[config.mk]
export PLATFORM = sky130hd
export DESIGN_NAME = ilid_cell
export DESIGN_NICKNAME = d
export VERILOG_FILES = /design/src/hw/rtl/ilid_pkg.sv /design/src/hw/rtl/ilid_cell.sv
export SDC_FILE = /design/constraint.sdc
export NUM_CORES = 1
export LEC_CHECK = 0
export BUFFER_PORTS_ARGS = -buffer_cell sky130_fd_sc_hd__buf_2
export CAP_MARGIN = 20
export CORE_AREA = 4 4 68 86
export CTS_BUF_LIST = sky130_fd_sc_hd__clkbuf_4 sky130_fd_sc_hd__clkbuf_8 sky130_fd_sc_hd__clkbuf_16
export CTS_CLUSTER_SIZE = 40
export DETAILED_ROUTE_END_ITERATION = 10
export DIE_AREA = 0 0 72 90
export PLACE_DENSITY = 0.83
export SYNTH_ARGS = -nofsm -noshare
export SYNTH_HDL_FRONTEND = slang
export SYNTH_SLANG_ARGS = --single-unit
export TNS_END_PERCENT = 100
[constraint.sdc]
create_clock -name clk -period 7.1 [get_ports clk]
set_input_delay 1.42 -clock clk [delete_from_list [all_inputs] [get_ports clk]]
set_output_delay 1.42 -clock clk [all_outputs]
set_load 0.01 [all_outputs]
[src/hw/rtl/ilid_pkg.sv]
// ilid_pkg: shared types and constants for the indexed list block.
// Holds the request/response beat structs, function and status codes.
// No dependencies.
package ilid_pkg;

  // default sizes
  localparam int CAPACITY_DEF   = 64;
  localparam int VALUE_BITS_DEF = 32;

  // function codes
  localparam logic [2:0] FN_READ     = 3'd0;
  localparam logic [2:0] FN_INS_HEAD = 3'd1;
  localparam logic [2:0] FN_INS_TAIL = 3'd2;
  localparam logic [2:0] FN_INS_AT   = 3'd3;
  localparam logic [2:0] FN_DELETE   = 3'd4;

  // status codes
  localparam logic [1:0] ST_DONE  = 2'd0;
  localparam logic [1:0] ST_RANGE = 2'd1;
  localparam logic [1:0] ST_FULL  = 2'd2;

  // request beat
  typedef struct packed {
    logic        [2:0]  func;
    logic signed [7:0]  position;
    logic signed [31:0] item_value;
  } req_t;

  // response beat
  typedef struct packed {
    logic signed [31:0] read_value;
    logic        [1:0]  status;
    logic        [6:0]  length_now;
  } rsp_t;

  // per-cell operation strobes, broadcast along the row
  typedef struct packed {
    logic ins;
    logic del;
    logic rd;
  } cell_op_t;

endpackage

[src/hw/rtl/ilid_cell.sv]
// ilid_cell: one storage slot of the list row.
// Shifts up from its left neighbour on insert, down from its right on delete.
// Depends on ilid_pkg.
module ilid_cell
  import ilid_pkg::*;
#(
  parameter int IDX        = 0,
  parameter int IDX_W      = 6,
  parameter int VALUE_BITS = VALUE_BITS_DEF
) (
  input  logic                  clk,
  input  logic                  rst,
  input  cell_op_t              op,
  input  logic [IDX_W-1:0]      tgt,
  input  logic [VALUE_BITS-1:0] new_val,
  input  logic [VALUE_BITS-1:0] left_val,
  input  logic [VALUE_BITS-1:0] right_val,
  output logic [VALUE_BITS-1:0] value,
  output logic [VALUE_BITS-1:0] rd_tap
);

  localparam logic [IDX_W-1:0] MY_IDX = IDX_W'(IDX);

  logic rd_sel;

  // slot contents: load, shift up, shift down or hold
  always_ff @(posedge clk) begin
    if (op.ins) begin
      if (MY_IDX == tgt) begin
        value <= new_val;
      end else if (MY_IDX > tgt) begin
        value <= left_val;
      end
    end else if (op.del && (MY_IDX >= tgt)) begin
      value <= right_val;
    end
  end

  // read select, one-hot across the row
  always_ff @(posedge clk) begin
    if (rst) begin
      rd_sel <= 1'b0;
    end else begin
      rd_sel <= op.rd && (MY_IDX == tgt);
    end
  end

  assign rd_tap = rd_sel ? value : '0;

endmodule

==> results.md, run 1 <==
* Status: finished, final reports clean
* Multi-input logic area at between 900 and 1000 µm²
* WP buf/inv at 2
* Number of buffers created by CTS at 5
* Number of setup buffers added after CTS at 0
* Area Growth Syn to Fin at 46.0%
* GRT Residual Overflow at 0
* Mapped cell area at around 2000 µm²
* Dpl ws at ~3.9 ns
* CTS root buffer: clkbuf_8
* Synth area leaders: edfxtp_1 (48%), a31oi_1 (10%), and2_1 (10%)
* Vias per cell at ~5.2
* Die area at about 6500 µm²
* Final wirelength at about 6700 µm
* Core Region at about 5000 µm²
* Tot GR Track Use at between 15 and 20%
* Clock tree buffer depth at 2
* Starting Density at 40.0%
* WP data required at 7.00 ns
* Pwr dens at approximately 140 nW/µm²
* Commonest non-fill, non-tap cell in the layout: buf_2
* Final net count at between 400 and 500
* Cts hold-fix bufs at 0
* Fin Hold WS at between 1 and 1.5 ns
* DR iter-0 viols at about 170
* Storage element area at 981 µm²
* Hold Path Class: in -> reg
* CTS H-tree depth at 2
* RSZ-0062 raised after global routing: false
* Initial antenna violation count at 0
* Resized cells post-CTS at 0
* # DRC at 0
* Cell Rows at 29
* Yosys top cell by area: edfxtp_1
* Crit path max-delay family: simple AND/OR/NAND/NOR gates
* CP peak stage delay at 0.70 ns
* Leakage at about 0.0013 µW
* WHS Path Cells at 2
* Cell Chain, Critical Path: buf_2, nor2_2, buf_4, nand2_1, nor2_4
* Setup TNS at 0 ns
* Worst vdd ir at ~88 µV
* Syn Inst Count at between 200 and 250
* First-pass GRT wire length at 10300 µm
* Post-DP Area at ~2800 µm²
* CTS tree: yes
* TritonRoute pass-1 iters at 4
* Largest net degree at the start of global routing at 66
* IO Count at between 150 and 200
* Syn nets at 330
* Count of cell types in the netlist at 16
* Final number of max-transition violations at 0
* Critical path endpoint category: flop
* Die Y at around 90 µm
* ANT cells at 0
* FMAX at around 340 MHz
* Final ANT Viol Nets at 0
* Yosys warning total at 0
* Post-synth top area share at a little under half
* Clock Sinks at 33
* Most frequent cells in the layout: buf_2 (170), nor2_1 (33)
* Vias in the first global route at roughly 2200
* Fin crit period at ~3.0 ns
* Die W at between 70 and 80 µm
* Layout cell share with drive strength beyond 1 at between 40 and 50%
* Synthesized area per cell at 8.98 µm²
* Final Setup Violations at 0
* Vias post-DR at between 2000 and 2500
* Worst setup SP type: input port
* Hold Vio Cnt, Final at 0
* Filler instances at ~480
* Port Buffers at 170
* Placed cell count at ~440
* Finished Cell Area at between 2000 and 3000 µm²
* Hold endpoint: rd_sel
* Worst path arrival time at 2.85 ns
* Post-synthesis sequential area ratio at between 40% and 50%
* Setup ws final at approximately 4.1 ns
* Hold wc startpoint: rst
* Worst Tran Pin Value at approximately 0.86 ns
* Placer Congestion at around 0.8
* Max Cap Violations at 0
* Clk slew on worst S/H paths at approximately 0.060 ns
* Final period utilization at 41.6%
* Slew headroom at between 40% and 50%
* Post-synthesis register bit count at 33
* Post-DP HPWL at between 5000 and 6000 µm
* Routed wire length per instance at between 15 and 20 µm
* Kind of critical path: in -> reg
* Layout Cells excl Fill at 443
* Crit path max fanout at 33
* Highest-delay cell along the critical path: nor2_4
cell type report:
type,count,area share (%)
flip-flops and latches,33,33.5
well taps,62,2.65
clock inverters,1,0.128
clock buffers,6,2.61
multi-input cells,168,31.2
repair buffers,173,29.9
power by group:
group          internal (µW)  total (µW)  switching [µW]
logic                   33.8        69.0            35.2
registers                217         218           0.911
clock network           69.8         131            60.9
total                    321         418            97.0
cells in the mapped netlist:
library cell and instances:
a31oi_1 32, and2_1 32, buf_2 3, buf_6 3, clkbuf_1 13, clkbuf_4 3, dfxtp_1 1, edfxtp_1 32
nand2_1 1, nand3_1 32, nor2_1 35, nor3b_1 1, nor4_4 1, o21ai_1 32, or2_2 1, or4_4 1
worst max-delay path by stage:
stage               startpoint          to  slack (ns)  depth (start not counted)
floorplan               tgt[3]    value[0]        3.22                          4
global placement        tgt[1]   value[12]        3.92                          5
detailed placement      tgt[1]   value[20]        3.87                          5
CTS                     rd_sel  rd_tap[28]        4.13                          2
global route            rd_sel  rd_tap[24]        3.98                          2
finish                  tgt[1]    value[2]        4.15                          5
flip-flops by register name, summed over array words and instances, names as in the netlist:
| register | flops |
|---|---|
| rd_sel | 1 |
| value | 32 |
stage by stage:
| stage | util (%) | total power [µW] |
|---|---|---|
| finish | 58.4 | 418 |
| global route | 58.4 | 434 |
| CTS | 58.4 | 419 |
| detailed placement | 56.8 | 291 |
| global placement | 56.8 | 289 |
| floorplan | - | 254 |
kinds of logic (layout without fill, tap and decap cells):
logic type | Yosys count | in the layout | synth area share (%)
flops | 33 | 33 | 49.0
simple gates | 104 | 104 | 27.0
buf+inv | 22 | 180 | 6.00
compound gates | 64 | 64 | 18.0
per-layer routing:
layer / GRT usage [%] / up-vias / share of wire (%)
li1: - / 1129 / -
met3: 5.13 / 14 / 8.9
met2: 37.3 / 134 / 54
met4: 6.27 / 0 / 1.7
met5: 0 / - / 0
met1: 20.8 / 1047 / 35
No activity file was read; power rests on OpenSTA's default activity.
==> inputs of run 2 (changes only) <==
CORE_AREA = 4 4 73 92   (was 4 4 68 86)
DIE_AREA = 0 0 77 96   (was 0 0 72 90)
PLACE_DENSITY = 0.76   (was 0.83)
clock period = 2.4 ns   (was 7.1 ns; I/O delays follow)
==> run 2 against run 1 <==
Power rose to 3.0 times the previous value. Sequential power rose to 3.0 times the previous value. Clock-buffer cell count did not move. Worst hold slack got worse by 0.94 ns. Routed wire length rose by 6.7%. First-iteration DRC count fell by 1.2%. Cell area rose by 1.5%. Critical endpoint is now rd_tap[10].
==> results.md, run 2 (same netlist as run 1, synthesis figures left out) <==
* Status: finished, final reports clean
* RSZ-0062 raised after global routing: false
* Worst Tran Pin Value at 0.675 ns (-0.189 ns)
* IO Count at 171 (unchanged)
* Clk slew on worst S/H paths at 0.06 ns (about the same)
* Setup ws final at 0.683 ns (-3.46 ns)
* Core Region at 5780 µm² (+15%)
* Placed cell count at 443 (+1.6%)
* FMAX at slightly below 600 MHz
* First-pass GRT wire length at 10800 µm (+5.0%)
* Starting Density at 34.7% (-5.3 points)
* Layout cell share with drive strength beyond 1 at 48.7% (+0.40 points)
* Pwr dens at 422 nW/µm² (+200%)
* Routed wire length per instance at 15.9 µm (+4.8%)
* Hold Path Class: in -> reg
* # DRC at 0 (unchanged)
* Placer Congestion at 0.856 (+3.8%)
* Top reg by flops: value
* Die W at 77 µm (+6.9%)
* Area Growth Syn to Fin at 48.1%
* Cell Rows at 31 (+6.9%)
* Kind of critical path: reg -> out
* Fin crit period at approximately 1.7 ns
* Post-DP HPWL at 5460 µm (+7.0%)
* Slew headroom at 55.0% (+13 points)
* Final period utilization at just over 70%
* Number of setup buffers added after CTS at 0 (unchanged)
* Vias per cell at 5.28 (+0.72%)
* Switching share of power at 24.1% (+0.87 points)
* Vias post-DR at 2383 (+2.5%)
* Final Setup Violations at 0 (unchanged)
* Largest regs: value: 32 flops, rd_sel: 1 flops
* Cts hold-fix bufs at 0 (unchanged)
* CTS root buffer: clkbuf_8
* Worst path arrival time at 1.24 ns (-1.61 ns)
* Tot GR Track Use at 18.6% (-1.3 points)
* DR iter-0 viols at 166 (-1.2%)
* Number of buffers created by CTS at 5 (unchanged)
* Layout Cells excl Fill at 451 (+1.8%)
* Port Buffers at 170 (unchanged)
* Die area at 7390 µm² (+14%)
* Crit path max fanout at 29 (-12%)
* GRT Residual Overflow at 0 (unchanged)
* Leakage at 0.00136 µW (+1.6%)
* Final net count at 491 (+0.61%)
* Largest net degree at the start of global routing at 41 (-38%)
* Final number of max-transition violations at 0 (unchanged)
* Critical path endpoint category: output pin
* Final wirelength at 7160 µm (+6.7%)
* Clock tree buffer depth at 2 (unchanged)
* Final ANT Viol Nets at 0 (unchanged)
* CTS tree: yes
* Worst setup SP type: flop
* Clock network power share at 32.1% (+0.8 points)
* CTS H-tree depth at 2 (unchanged)
* Commonest non-fill, non-tap cell in the layout: buf_2
* Int Power at 951 µW (+200%)
* Vias in the first global route at 2313 (+4.1%)
* Max reg flops at 32 (unchanged)
* Max Cap Violations at 0 (unchanged)
* WP data required at 1.92 ns (-5.08 ns)
* Clock Sinks at 33 (unchanged)
* Worst vdd ir at 219 µV (+150%)
* Resized cells post-CTS at 0 (unchanged)
* Hold Vio Cnt, Final at 0 (unchanged)
* Gate power share at 16.5% (about the same)
* Dpl ws at 0.450 ns (-3.42 ns)
* Initial antenna violation count at 0 (unchanged)
* Most frequent cells in the layout: buf_2 (170), nor2_1 (33)
* Die Y at 96 µm (+6.7%)
* TritonRoute pass-1 iters at 4 (unchanged)
* Setup TNS at 0 ns (unchanged)
* Reg power frac at 51.4% (-0.8 points)
* P_sw at 302 µW (+210%)
==> run 2: stage by stage <==
step | cell area (µm²) | util [%] | hold WS, ns | power [µW]
after global placement | 2880 | 49.9 | 0.653 | 858
final | 2970 | 51.3 | 0.365 | 1250
after global routing | 2960 | 51.3 | 0.349 | 1320
after detailed placement | 2880 | 49.9 | 0.651 | 864
after floorplan | 2010 | - | 0.556 | 753
after CTS | 2960 | 51.3 | 0.355 | 1260
==> run 2: path summary, 6_finish.rpt <==
check	startpoint	to	slack (ns)	depth (start not counted)
worst max-delay path	rd_sel	rd_tap[10]	0.68	3
worst min-delay path	rst	rd_sel	0.37	2
==> run 2: layer usage <==
layer | GRT usage, % | part of all wire (%)
met1 | 18.9 | 35
met2 | 35.5 | 54
met3 | 4.49 | 8.5
met4 | 9.20 | 3.2
met5 | 0 | 0
==> run 2: area by class of cell <==
cell class | count | area [µm²]
clock buffers | 6 | 76.3
clock inverters | 1 | 3.75
flip-flops and latches | 33 | 981
diodes | 1 | 2.50
repair buffers | 176 | 908
multi-input cells | 168 | 912
fillers | 540 | 2810
well taps | 66 | 82.6
==> run 2: worst max-delay path, stage by stage, from the launching register on <==
cell and delay (ns):
dfxtp_1 0.38, buf_4 0.26, and2_1 0.17, buf_2 0.13
==> run 2: power by group through the flow <==
stage	Combinational, µW	Sequential [µW]	Clock [µW]
global placement	202	657	0
CTS	208	644	412
finish	207	644	402
detailed placement	207	657	0
floorplan	94.1	659	0
global route	229	644	446
==> inputs of run 3 (changes only) <==
CORE_AREA = 4 4 70 89   (was 4 4 73 92)
DIE_AREA = 0 0 74 93   (was 0 0 77 96)
PLACE_DENSITY = 0.78   (was 0.76)
clock period = 1.6 ns   (was 2.4 ns; I/O delays follow)
==> run 3 against run 2 <==
Clock power up 48%. Critical endpoint is now value[26]. Cell count up 1.3%. Worst setup slack worse by 0.56 ns. Critical path type is now in -> reg. Via count down 0.97%. Power up 51%. Sequential share of layout area down 0.90 points. Routed wire length about the same. Worst hold slack worse by 0.16 ns. Flip-flop and latch count unchanged.
==> results.md, run 3 (same netlist as run 1, synthesis figures left out) <==
* Multi-input logic area at 920 µm² (+0.82%)
* Post-DP Area at 2970 µm² (+3.0%)
* Slew headroom at 56.5% (+1.5 points)
* Final number of max-transition violations at 0 (unchanged)
* Die area at 6880 µm² (-6.9%)
* RSZ-0062 raised after global routing: false
* First-pass GRT wire length at 10800 µm (-0.13%)
* Post-DP HPWL at 5560 µm (+1.8%)
* Die Y at 93 µm (-3.1%)
* Max reg flops at 32 (unchanged)
* Fin crit period at between 1 and 1.5 ns
* Number of buffers created by CTS at 5 (unchanged)
* Setup ws final at 0.126 ns (-0.557 ns)
* Resized cells post-CTS at 0 (unchanged)
* Final Setup Violations at 0 (unchanged)
* Final period utilization at around 92%
* Critical path endpoint category: flop
* Worst Tran Pin Value at 0.653 ns (-0.0223 ns)
* TritonRoute pass-1 iters at 4 (unchanged)
* Max Cap Violations at 0 (unchanged)
* Leakage at 0.00142 µW (+4.3%)
* GRT Residual Overflow at 0 (unchanged)
* Clock Sinks at 33 (unchanged)
* Finished Cell Area at 3050 µm² (+2.8%)
* Starting Density at 37.3% (+2.7 points)
* Vias per cell at 5.16 (-2.3%)
* # DRC at 0 (unchanged)
* Most frequent cells in the layout: buf_2 (170), nor2_1 (33)
* Dpl ws at -0.162 ns (-0.612 ns)
* Hold Path Class: in -> reg
* Area Growth Syn to Fin at 52.2%
* Routed wire length per instance at 15.7 µm (-1.3%)
* Worst path arrival time at 1.49 ns (+0.25 ns)
* Filler instances at 501 (-7.2%)
* Tot GR Track Use at 20.3% (+1.7 points)
* Clk slew on worst S/H paths at 0.06 ns (about the same)
* Cts hold-fix bufs at 0 (unchanged)
* Clock tree buffer depth at 2 (unchanged)
* Storage element area at 981 µm² (unchanged)
* Final wirelength at 7160 µm (about the same)
* Setup TNS at 0 ns (unchanged)
* CTS root buffer: clkbuf_8
* Vias in the first global route at 2382 (+3.0%)
* WHS Path Cells at 2 (unchanged)
* DR iter-0 viols at 145 (-13%)
* Total power at 1890 µW (+51%)
* Top reg by flops: value
* Pwr dens at 619 nW/µm² (+46%)
* Largest regs: value: 32 flops, rd_sel: 1 flops
* Placer Congestion at 0.826 (-3.4%)
* Commonest non-fill, non-tap cell in the layout: buf_2
* CTS H-tree depth at 2 (unchanged)
* Number of setup buffers added after CTS at 0 (unchanged)
* Crit path max fanout at 32 (+10%)
* CTS tree: yes
* Hold Vio Cnt, Final at 0 (unchanged)
* IO Count at 171 (unchanged)
* Layout cell share with drive strength beyond 1 at 50.1% (+1.4 points)
* Initial antenna violation count at 0 (unchanged)
* Status: finished, final reports clean
* FMAX at 678 MHz
* ANT cells at 0 (-1)
* Largest net degree at the start of global routing at 33 (-20%)
* Die W at 74 µm (-3.9%)
* Core Region at 5370 µm² (-7.1%)
* Vias post-DR at 2360 (-0.97%)
* Port Buffers at 170 (unchanged)
* Final ANT Viol Nets at 0 (unchanged)
* Cell Rows at 30 (-3.2%)
* Worst setup SP type: input port
* Worst vdd ir at 344 µV (+57%)
* WP data required at 1.62 ns (-0.30 ns)
* Kind of critical path: in -> reg
* Final net count at 500 (+1.8%)
[run 3: cell types whose count changed in the layout (fill, tap and decap cells not counted), sizes merged]
cell   before  now
buf       176  185
diode       1    0
[run 3: layout make-up]
type                            count  area share, %
Timing Repair Buffer              185           32.4
Sequential cell                    33           32.2
Multi-Input combinational cell    168           30.2
Tap cell                           64           2.63
Clock buffer                        6           2.50
Clock inverter                      1          0.123
[run 3: power by group]
| part | internal (µW) | leakage [µW] | switching [µW] |
|---|---|---|---|
| clock | 310 | 0.0000421 | 285 |
| sequential | 963 | 0.000306 | 3.65 |
| combinational | 162 | 0.00107 | 163 |
| total | 1440 | 0.00142 | 451 |
[run 3: worst paths after layout]
path	to	slack [ns]	from
worst min-delay path	rd_sel	0.20	rst
worst max-delay path	value[26]	0.13	tgt[3]
[run 3: critical path: stages]
cell,delay (ns)
buf_2,0.11
or4_4,0.72
o21ai_1,0.21
a31oi_1,0.11
[run 3: routing by layer]
metal | up-vias | GRT usage (%) | routed length (µm)
met2 | 104 | 39.3 | 4000
li1 | 1153 | - | -
met3 | 12 | 3.87 | 509
met5 | - | 0 | 0
met4 | 0 | 6.80 | 138
met1 | 1091 | 20.8 | 2510
[run 3: metrics by stage]
stage	util, %	std cells	hold slack, ns
after detailed placement	55.3	450	0.491
after CTS	56.8	457	0.190
after global routing	56.8	457	0.194
final	56.8	457	0.203
after global placement	55.3	450	0.495
after floorplan	-	223	0.396
